$ cat config.mk
export PLATFORM = sky130hd
export DESIGN_NAME = vbtt_ctrl
export DESIGN_NICKNAME = d
export VERILOG_FILES = /design/src/vbtt_pkg.sv /design/src/vbtt_ctrl.sv
export VERILOG_INCLUDE_DIRS = /design/src /design/src/src
export SDC_FILE = /design/constraint.sdc
export NUM_CORES = 1
export LEC_CHECK = 0
export BUFFER_PORTS_ARGS = -buffer_cell sky130_fd_sc_hd__clkbuf_2
export CAP_MARGIN = 10
export CORE_MARGIN = 8
export CORE_UTILIZATION = 25
export CTS_CLUSTER_DIAMETER = 30
export DETAILED_ROUTE_END_ITERATION = 10
export PLACE_DENSITY = 0.52
export SETUP_SLACK_MARGIN = 0.1
export SYNTH_ARGS = -nofsm -noshare
export SYNTH_HDL_FRONTEND = slang
export SYNTH_SLANG_ARGS = --single-unit
$ cat constraint.sdc
create_clock -name clk -period 9.6 [get_ports clk]
set_input_delay 2.88 -clock clk [delete_from_list [all_inputs] [get_ports clk]]
set_output_delay 2.88 -clock clk [all_outputs]
set_load 0.01 [all_outputs]
$ cat src/vendor_beacon_tracking_table_top_assert.svh
// Assertion macros for the beacon tracking table.
// Used by vbtt_ctrl; no other dependencies.
`ifndef VENDOR_BEACON_TRACKING_TABLE_TOP_ASSERT_SVH
`define VENDOR_BEACON_TRACKING_TABLE_TOP_ASSERT_SVH

`ifndef SYNTHESIS
`define VBTT_ASSERT(label, clk, rst, prop) \
  label: assert property (@(posedge clk) disable iff (rst) prop) else $error("vbtt check failed");
`define VBTT_ASSERT_ALWAYS(label, clk, prop) \
  label: assert property (@(posedge clk) prop) else $error("vbtt check failed");
`else
`define VBTT_ASSERT(label, clk, rst, prop)
`define VBTT_ASSERT_ALWAYS(label, clk, prop)
`endif

`endif

$ cat src/vbtt_pkg.sv
// Shared types, codes and helpers for the beacon tracking table.
// No dependencies.
package vbtt_pkg;

  localparam int CAPACITY_DEF = 128;

  typedef struct packed {
    logic [47:0] addr;
    logic [7:0]  rssi;
    logic [2:0]  color;
    logic [31:0] seen;
  } entry_t;

  typedef struct packed {
    logic        locate_enable;
    logic [47:0] locate_address;
  } cfg_t;

  localparam logic REG_LOCATE_ENABLE  = 1'b0;
  localparam logic REG_LOCATE_ADDRESS = 1'b1;

  localparam logic [1:0] ACT_SCAN  = 2'd0;
  localparam logic [1:0] ACT_EVICT = 2'd1;

  localparam logic [3:0] ST_NOT_VENDOR = 4'd0;
  localparam logic [3:0] ST_NOT_TARGET = 4'd1;
  localparam logic [3:0] ST_FULL       = 4'd2;
  localparam logic [3:0] ST_UPDATED    = 4'd3;
  localparam logic [3:0] ST_INSERTED   = 4'd4;
  localparam logic [3:0] ST_EVICTED    = 4'd5;
  localparam logic [3:0] ST_NO_EVICT   = 4'd6;
  localparam logic [3:0] ST_READ_OK    = 4'd7;
  localparam logic [3:0] ST_READ_EMPTY = 4'd8;

  localparam logic [2:0] COL_UNKNOWN     = 3'd0;
  localparam logic [2:0] COL_GENERIC     = 3'd1;
  localparam logic [2:0] COL_BLACK       = 3'd2;
  localparam logic [2:0] COL_WHITE       = 3'd3;
  localparam logic [2:0] COL_TRANSPARENT = 3'd4;

  localparam logic [15:0] UUID_BLACK       = 16'h3081;
  localparam logic [15:0] UUID_WHITE       = 16'h3082;
  localparam logic [15:0] UUID_TRANSPARENT = 16'h3083;
  localparam logic [15:0] UUID_MASK        = 16'hFFF0;
  localparam logic [15:0] UUID_BASE        = 16'h3080;

  localparam logic [23:0] PREFIX_A = 24'h80E126;
  localparam logic [23:0] PREFIX_B = 24'h80E127;
  localparam logic [23:0] PREFIX_C = 24'h0CFA22;

  function automatic logic [2:0] classify(input logic present, input logic [15:0] uuid);
    logic [2:0] c;
    if (!present) c = COL_UNKNOWN;
    else if (uuid == UUID_BLACK) c = COL_BLACK;
    else if (uuid == UUID_WHITE) c = COL_WHITE;
    else if (uuid == UUID_TRANSPARENT) c = COL_TRANSPARENT;
    else if ((uuid & UUID_MASK) == UUID_BASE) c = COL_GENERIC;
    else c = COL_UNKNOWN;
    return c;
  endfunction

endpackage

$ cat src/vbtt_ctrl.sv
// Sequencer: lookup, insert, insertion sort, evict copy and read over the entry store.
// Depends on vbtt_pkg and vendor_beacon_tracking_table_top_assert.svh.
`include "vendor_beacon_tracking_table_top_assert.svh"

module vbtt_ctrl #(
  parameter int CAPACITY = vbtt_pkg::CAPACITY_DEF,
  parameter int IDX_W    = $clog2(CAPACITY),
  parameter int CNT_W    = $clog2(CAPACITY + 1)
) (
  input  logic                clk,
  input  logic                rst,
  input  vbtt_pkg::cfg_t      cfg,
  input  logic                in_valid,
  output logic                in_ready,
  input  logic [1:0]          action,
  input  logic [47:0]         device_address,
  input  logic signed [7:0]   signal_rssi,
  input  logic                uuid_present,
  input  logic [15:0]         uuid_value,
  input  logic [31:0]         now_time,
  input  logic [6:0]          read_rank,
  output logic                out_valid,
  input  logic                out_ready,
  output logic [3:0]          status,
  output logic [7:0]          entry_count,
  output logic [47:0]         entry_address,
  output logic signed [7:0]   entry_rssi,
  output logic [2:0]          entry_color,
  output logic [31:0]         entry_last_seen,
  output logic                mem_we,
  output logic [IDX_W-1:0]    mem_waddr,
  output vbtt_pkg::entry_t    mem_wdata,
  output logic [IDX_W-1:0]    mem_raddr,
  input  vbtt_pkg::entry_t    mem_rdata
);

  localparam int DROP = CAPACITY / 4;

  typedef enum logic [3:0] {
    S_IDLE, S_DISPATCH, S_SEARCH, S_INSERT, S_POST, S_KEY, S_CMP,
    S_PLACE, S_CSTART, S_COPY, S_READ, S_FINISH
  } state_t;

  state_t           state;
  logic [1:0]       r_act;
  logic [47:0]      r_addr;
  logic [7:0]       r_rssi;
  logic [2:0]       r_color;
  logic [31:0]      r_now;
  logic [6:0]       r_rank;
  logic [IDX_W-1:0] i;
  logic [IDX_W-1:0] j;
  logic [CNT_W-1:0] count;
  logic             by_stale;
  vbtt_pkg::entry_t key;
  vbtt_pkg::entry_t res_entry;
  logic [3:0]       res_status;

  logic             full, targeted, vendor, hit, more_i, key_first, rank_ok, copy_last;
  logic [23:0]      prefix;
  vbtt_pkg::entry_t upd;
  vbtt_pkg::entry_t fresh;
  logic [IDX_W+6:0] rank_ext;
  logic [CNT_W+6:0] rank_cmp;
  logic [CNT_W+6:0] count_cmp;
  logic [CNT_W+7:0] count_ext;

  function automatic logic rssi_before(input vbtt_pkg::entry_t a, input vbtt_pkg::entry_t b);
    return $signed(a.rssi) > $signed(b.rssi);
  endfunction

  function automatic logic stale_before(input vbtt_pkg::entry_t a, input vbtt_pkg::entry_t b);
    logic r;
    if (a.seen != b.seen) r = a.seen < b.seen;
    else r = $signed(a.rssi) < $signed(b.rssi);
    return r;
  endfunction

  assign in_ready  = (state == S_IDLE);
  assign full      = (count == CNT_W'(CAPACITY));
  assign targeted  = cfg.locate_enable && (cfg.locate_address != 48'd0);
  assign prefix    = r_addr[47:24];
  assign vendor    = (prefix == vbtt_pkg::PREFIX_A) || (prefix == vbtt_pkg::PREFIX_B) ||
                     (prefix == vbtt_pkg::PREFIX_C);
  assign hit       = (mem_rdata.addr == r_addr);
  assign more_i    = ((CNT_W'(i) + CNT_W'(1)) < count);
  assign key_first = by_stale ? stale_before(key, mem_rdata) : rssi_before(key, mem_rdata);
  assign rank_ext  = {IDX_W'(0), r_rank};
  assign rank_cmp  = {CNT_W'(0), r_rank};
  assign count_cmp = {7'd0, count};
  assign rank_ok   = (rank_cmp < count_cmp);
  assign copy_last = (i == IDX_W'(CAPACITY - DROP - 1));
  assign count_ext = {8'd0, count};

  always_comb begin
    upd = mem_rdata;
    upd.rssi = r_rssi;
    upd.seen = r_now;
    if (r_color >= vbtt_pkg::COL_BLACK) upd.color = r_color;
    fresh.addr  = r_addr;
    fresh.rssi  = r_rssi;
    fresh.color = r_color;
    fresh.seen  = r_now;
  end

  always_comb begin
    mem_we    = 1'b0;
    mem_waddr = '0;
    mem_wdata = key;
    mem_raddr = '0;
    unique case (state)
      S_DISPATCH: begin
        if (r_act == vbtt_pkg::ACT_EVICT) mem_raddr = IDX_W'(1);
        else if (r_act != vbtt_pkg::ACT_SCAN) mem_raddr = rank_ext[IDX_W-1:0];
      end
      S_SEARCH: begin
        if (hit) begin
          mem_we    = 1'b1;
          mem_waddr = i;
          mem_wdata = upd;
        end else if (more_i) begin
          mem_raddr = i + IDX_W'(1);
        end
      end
      S_INSERT: begin
        mem_we    = 1'b1;
        mem_waddr = count[IDX_W-1:0];
        mem_wdata = fresh;
      end
      S_POST: mem_raddr = IDX_W'(1);
      S_KEY: mem_raddr = i - IDX_W'(1);
      S_CMP: begin
        mem_we    = 1'b1;
        mem_waddr = j;
        if (key_first) begin
          mem_wdata = mem_rdata;
          if (j > IDX_W'(1)) mem_raddr = j - IDX_W'(2);
        end else if (more_i) begin
          mem_raddr = i + IDX_W'(1);
        end
      end
      S_PLACE: begin
        mem_we    = 1'b1;
        mem_waddr = '0;
        if (more_i) mem_raddr = i + IDX_W'(1);
      end
      S_CSTART: mem_raddr = IDX_W'(DROP);
      S_COPY: begin
        mem_we    = 1'b1;
        mem_waddr = i;
        mem_wdata = mem_rdata;
        if (!copy_last) mem_raddr = IDX_W'(i + IDX_W'(DROP + 1));
      end
      default: ;
    endcase
  end

  always_ff @(posedge clk) begin
    if (rst) begin
      state     <= S_IDLE;
      count     <= '0;
      out_valid <= 1'b0;
      by_stale  <= 1'b0;
    end else begin
      if (out_valid && out_ready && state != S_FINISH) out_valid <= 1'b0;
      unique case (state)
        S_IDLE: begin
          if (in_valid) begin
            r_act   <= action;
            r_addr  <= device_address;
            r_rssi  <= signal_rssi;
            r_color <= vbtt_pkg::classify(uuid_present, uuid_value);
            r_now   <= now_time;
            r_rank  <= read_rank;
            state   <= S_DISPATCH;
          end
        end
        S_DISPATCH: begin
          res_entry <= '0;
          unique case (r_act)
            vbtt_pkg::ACT_SCAN: begin
              if (!vendor) begin
                res_status <= vbtt_pkg::ST_NOT_VENDOR;
                state      <= S_FINISH;
              end else if (targeted && r_addr != cfg.locate_address) begin
                res_status <= vbtt_pkg::ST_NOT_TARGET;
                state      <= S_FINISH;
              end else if (!targeted && full) begin
                res_status <= vbtt_pkg::ST_FULL;
                state      <= S_FINISH;
              end else if (count == '0) begin
                state <= S_INSERT;
              end else begin
                i     <= '0;
                state <= S_SEARCH;
              end
            end
            vbtt_pkg::ACT_EVICT: begin
              if (full) begin
                by_stale <= 1'b1;
                i        <= IDX_W'(1);
                state    <= S_KEY;
              end else begin
                res_status <= vbtt_pkg::ST_NO_EVICT;
                state      <= S_FINISH;
              end
            end
            default: begin
              if (rank_ok) begin
                state <= S_READ;
              end else begin
                res_status <= vbtt_pkg::ST_READ_EMPTY;
                state      <= S_FINISH;
              end
            end
          endcase
        end
        S_SEARCH: begin
          if (hit) begin
            res_status <= vbtt_pkg::ST_UPDATED;
            state      <= S_POST;
          end else if (more_i) begin
            i <= i + IDX_W'(1);
          end else if (full) begin
            res_status <= vbtt_pkg::ST_FULL;
            state      <= S_FINISH;
          end else begin
            state <= S_INSERT;
          end
        end
        S_INSERT: begin
          count      <= count + CNT_W'(1);
          res_status <= vbtt_pkg::ST_INSERTED;
          state      <= S_POST;
        end
        S_POST: begin
          if (!cfg.locate_enable && count > CNT_W'(1)) begin
            by_stale <= 1'b0;
            i        <= IDX_W'(1);
            state    <= S_KEY;
          end else begin
            state <= S_FINISH;
          end
        end
        S_KEY: begin
          key   <= mem_rdata;
          j     <= i;
          state <= S_CMP;
        end
        S_CMP: begin
          if (key_first) begin
            j <= j - IDX_W'(1);
            if (j == IDX_W'(1)) state <= S_PLACE;
          end else if (more_i) begin
            i     <= i + IDX_W'(1);
            state <= S_KEY;
          end else begin
            state <= by_stale ? S_CSTART : S_FINISH;
          end
        end
        S_PLACE: begin
          if (more_i) begin
            i     <= i + IDX_W'(1);
            state <= S_KEY;
          end else begin
            state <= by_stale ? S_CSTART : S_FINISH;
          end
        end
        S_CSTART: begin
          i     <= '0;
          state <= S_COPY;
        end
        S_COPY: begin
          if (copy_last) begin
            count      <= CNT_W'(CAPACITY - DROP);
            res_status <= vbtt_pkg::ST_EVICTED;
            state      <= S_FINISH;
          end else begin
            i <= i + IDX_W'(1);
          end
        end
        S_READ: begin
          res_entry  <= mem_rdata;
          res_status <= vbtt_pkg::ST_READ_OK;
          state      <= S_FINISH;
        end
        S_FINISH: begin
          if (!out_valid || out_ready) begin
            out_valid       <= 1'b1;
            status          <= res_status;
            entry_count     <= count_ext[7:0];
            entry_address   <= res_entry.addr;
            entry_rssi      <= res_entry.rssi;
            entry_color     <= res_entry.color;
            entry_last_seen <= res_entry.seen;
            state           <= S_IDLE;
          end
        end
        default: state <= S_IDLE;
      endcase
    end
  end

  `VBTT_ASSERT(a_count_bound, clk, rst, count <= CNT_W'(CAPACITY))
  `VBTT_ASSERT(a_idle_no_write, clk, rst, (state == S_IDLE) |-> !mem_we)
  `VBTT_ASSERT(a_evict_count, clk, rst, (state == S_COPY && copy_last) |=> (count == CNT_W'(CAPACITY - DROP)))
  `VBTT_ASSERT(a_accept_dispatch, clk, rst, (in_valid && in_ready) |=> (state == S_DISPATCH))

endmodule

==> parameters.txt <==
Parameter                              Value

Run status
  Run status ... completed

Final layout
  Most common cell after layout, fill and taps aside ... clkbuf_2
  Commonest non-fill, non-tap cells in the layout ... clkbuf_2 (468), edfxtp_1 (403), inv_1 (160)
  Area of all sequential standard cells ... 12,400 um2
  Filler-free cell count of the finished design ... 3,058
  NumNets Final ... 2,295
  Layout cell share with drive strength beyond 1 ... 0.339
  Area Overhead vs Synth ... 41.7%
  Total area of multi-input combinational cells ... 5710 um2
  Filler Cell Count ... 7,477

Floorplan
  I/O pin count ... 469
  Core Footprint ... 75,600 um2
  Total number of placement rows ... 101
  Floorplan die height ... 292 um
  Die Width ... 292 um
  Initial Utilization ... 0.251
  Overall die area ... 85,000 um2

Worst setup path
  Number of buffer and inverter stages on the critical path ... 5
  Maximum fanout along the worst path ... 91
  Cell-by-cell trace of the critical path ... clkbuf_2 > inv_1 > ha_1 > nand4_1 > nor2_1 > a221oi_1 > a31oi_1 > o31ai_4 > o32ai_4 > buf_12 > a222oi_1 > inv_1 > clkbuf_2
  Critical path arrival ... 6.32 ns
  Critical path start-end classification ... input pin to primary output
  End of the worst register-to-register path ... i[4]
  Worst-case register-to-register setup slack ... 5.79 ns
  Critical Path RT ... 6.72 ns
  Category of the worst setup path launch point ... input pin
  Cell type group with the largest total delay on the critical path ... compound AO/OA/AOI/OAI gates
  Critical path's slowest cell ... o31ai_4
  Cell depth of the worst flop-to-flop path ... 8
  Delay contributed by the slowest stage of the critical path ... 0.52 ns
  Worst flop-to-flop path startpoint ... r_addr[16]
  Crit path capture type ... primary output

Timing
  Final Max Tran Viols ... 0
  Final worst-path cycle share ... 0.959
  RSZ-0062 raised after global routing ... no
  Actual transition at the worst max-transition pin ... 1.09 ns
  Shortest clock period the worst path allows after layout ... 9.20 ns
  Setup TNS Final ... 0 ns
  Worst-case setup margin in the final layout ... 0.398 ns
  Slew Limit Headroom ... 0.273
  Max Clock Freq ... 109 MHz
  Clock Skew ... 0.0601 ns
  Hold Vio Cnt, Final ... 0
  Final setup violation count ... 0

Global routing
  Wire length of the first global-routing pass ... 110,000 um
  Pin count of the biggest net entering global routing ... 92
  Overall track demand over capacity in global routing ... 0.173
  Initial antenna violation count ... 6
  Grt ovf ... 0
  Number of global-route vias before repair ... 15,800

Yosys
  Ys flop type ... edfxtp_1
  Async set or reset register ratio after synthesis ... 0
  Mean post-synth cell area ... 13.3 um2
  Number of nets in the synthesized netlist ... 1,749
  EDFF count, synth ... 403
  Count of state elements after synthesis ... 417
  Netlist area before placement ... 19,000 um2
  Post-synthesis sequential area ratio ... 0.652
  Total of warnings raised by yosys ... 0
  Count of different cell masters after synthesis ... 64
  Number of cells produced by synthesis ... 1,429

Place
  Routability Congestion ... 0.908
  Instance count after placement with tap cells included ... 2,835
  HPWL reported at the end of detailed placement ... 56,900 um
  IO buf count ... 468
  Worst slack at placement ... 0.419 ns

Route
  WL/cell ... 25.0 um
  Number of optimization iterations in the first detailed-route pass ... 9
  Starting DRT DRC Count ... 1,441
  DRC violations left ... 0
  Number of nets still failing antenna checks after routing ... 0
  Vias ... 14,800
  Vias per std cell ... 4.84
  Total wirelength of the detailed-routed design ... 76,600 um

Worst hold path
  HP Start ... res_entry[45]
  Hold worst-path end ... entry_address[2]
  Count of cells along the worst hold path ... 0
  Min-Delay Path Class ... flop to flop

Clock network
  Post_cts resized ... 0
  CTS hold repair buffers ... 0
  TritonCTS clock tree ... done
  Clock root cell ... clkbuf_16
  Htree depth ... 3
  Clock Path Buffers ... 3
  CTS sink cnt ... 417
  # Post-CTS Setup Buffers ... 0
  Num CTS Buffers ... 116
  Clock transition at path regs ... 0.04 ns
  Clock network latency to the later pin of the worst-skew pair ... 0.68 ns

Power and ir drop
  Total power after layout ... 7.97 mW
  Leakage ... 11.0 nW
  Worst vdd rail ir drop ... 0.165 mV
  Pwr per Cell Area ... 296 nW/um2

Flow run
  Count of max-cap constraint violations ... 0
## area by class of cell
class	count	area share
Inverter	160	0.0223
Clock inverter	93	0.0515
Sequential cell	417	0.460
Tap cell	978	0.0455
Antenna cell	3	0.000279
Timing Repair Buffer	495	0.0969
Multi-Input combinational cell	785	0.212
Clock buffer	127	0.111
## cells in the mapped netlist (26+ instances only)
| library cell | instances | area share |
|---|---|---|
| a21oi_1 | 38 | 0.010 |
| a222oi_1 | 95 | 0.050 |
| and3_1 | 61 | 0.020 |
| clkbuf_1 | 42 | 0.0083 |
| edfxtp_1 | 403 | 0.64 |
| ha_1 | 62 | 0.041 |
| inv_1 | 160 | 0.032 |
| nand2_1 | 54 | 0.011 |
| nand4_1 | 43 | 0.014 |
| nor2_1 | 94 | 0.019 |
| nor4_1 | 26 | 0.0086 |
| xnor2_1 | 112 | 0.052 |
## metrics by stage
step            util  hold slack, ns  cell area, um2
2_1_floorplan      -           0.400           19000
3_3_place_gp   0.298           0.401           22500
3_5_place_dp   0.298           0.405           22500
4_1_cts        0.356           0.377           26900
5_1_grt        0.356           0.388           26900
6_report       0.356           0.378           26900
## layer usage
layer | vias up | track usage | share of wire
met5 | - | 0 | 0.00050
met4 | 6 | 0.0647 | 0.036
met3 | 145 | 0.0588 | 0.089
met2 | 758 | 0.294 | 0.48
met1 | 7277 | 0.202 | 0.39
li1 | 6612 | - | -
## how the worst max path moves through the flow
stage / start / end / slack (ns) / depth (start not counted)
after detailed placement: mem_rdata[13] / mem_wdata[49] / 0.42 / 13
after floorplan: rst / res_entry[0] / 1.53 / 2
after global routing: mem_rdata[13] / mem_wdata[49] / 0.21 / 13
after CTS: mem_rdata[13] / mem_wdata[49] / 0.41 / 13
final: mem_rdata[13] / mem_wdata[49] / 0.40 / 13
after global placement: mem_rdata[13] / mem_wdata[49] / 0.48 / 14
## sequential cells by signal (all words and copies together), names as in the netlist, 7 cells and up
| name | cells |
|---|---|
| key | 91 |
| res_entry | 91 |
| entry_address | 48 |
| r_addr | 48 |
| entry_last_seen | 32 |
| r_now | 32 |
| count | 8 |
| entry_count | 8 |
| entry_rssi | 8 |
| r_rssi | 8 |
| i | 7 |
| j | 7 |
| r_rank | 7 |
## worst reg2reg max path, stage by stage (launching register included)
cell      delay [ns]
edfxtp_1        0.50
xnor2_1         0.67
nand4_1         0.31
nor4_1          0.44
a31oi_1         0.33
a211oi_1        0.55
o21ai_0         0.19
a311oi_1        0.30
buf_4           0.21
## kinds of logic (layout without fill, tap and decap cells)
family | after synthesis | after routing | share of synthesized area
other cells | 0 | 3 | 0
buf+inv | 227 | 875 | 0.0498
simple gates | 359 | 359 | 0.0979
fa+ha+maj | 62 | 62 | 0.0409
mux | 2 | 2 | 0.00105
flops | 417 | 417 | 0.652
xor+xnor | 122 | 122 | 0.0563
compound gates | 240 | 240 | 0.102
## report_power, final
group / internal [mW] / switching (mW)
sequential: 2.24 / 0.166
clock: 3.00 / 1.23
combinational: 0.464 / 0.862
total: 5.71 / 2.26
Note: power is estimated with default switching activity, not from simulation.
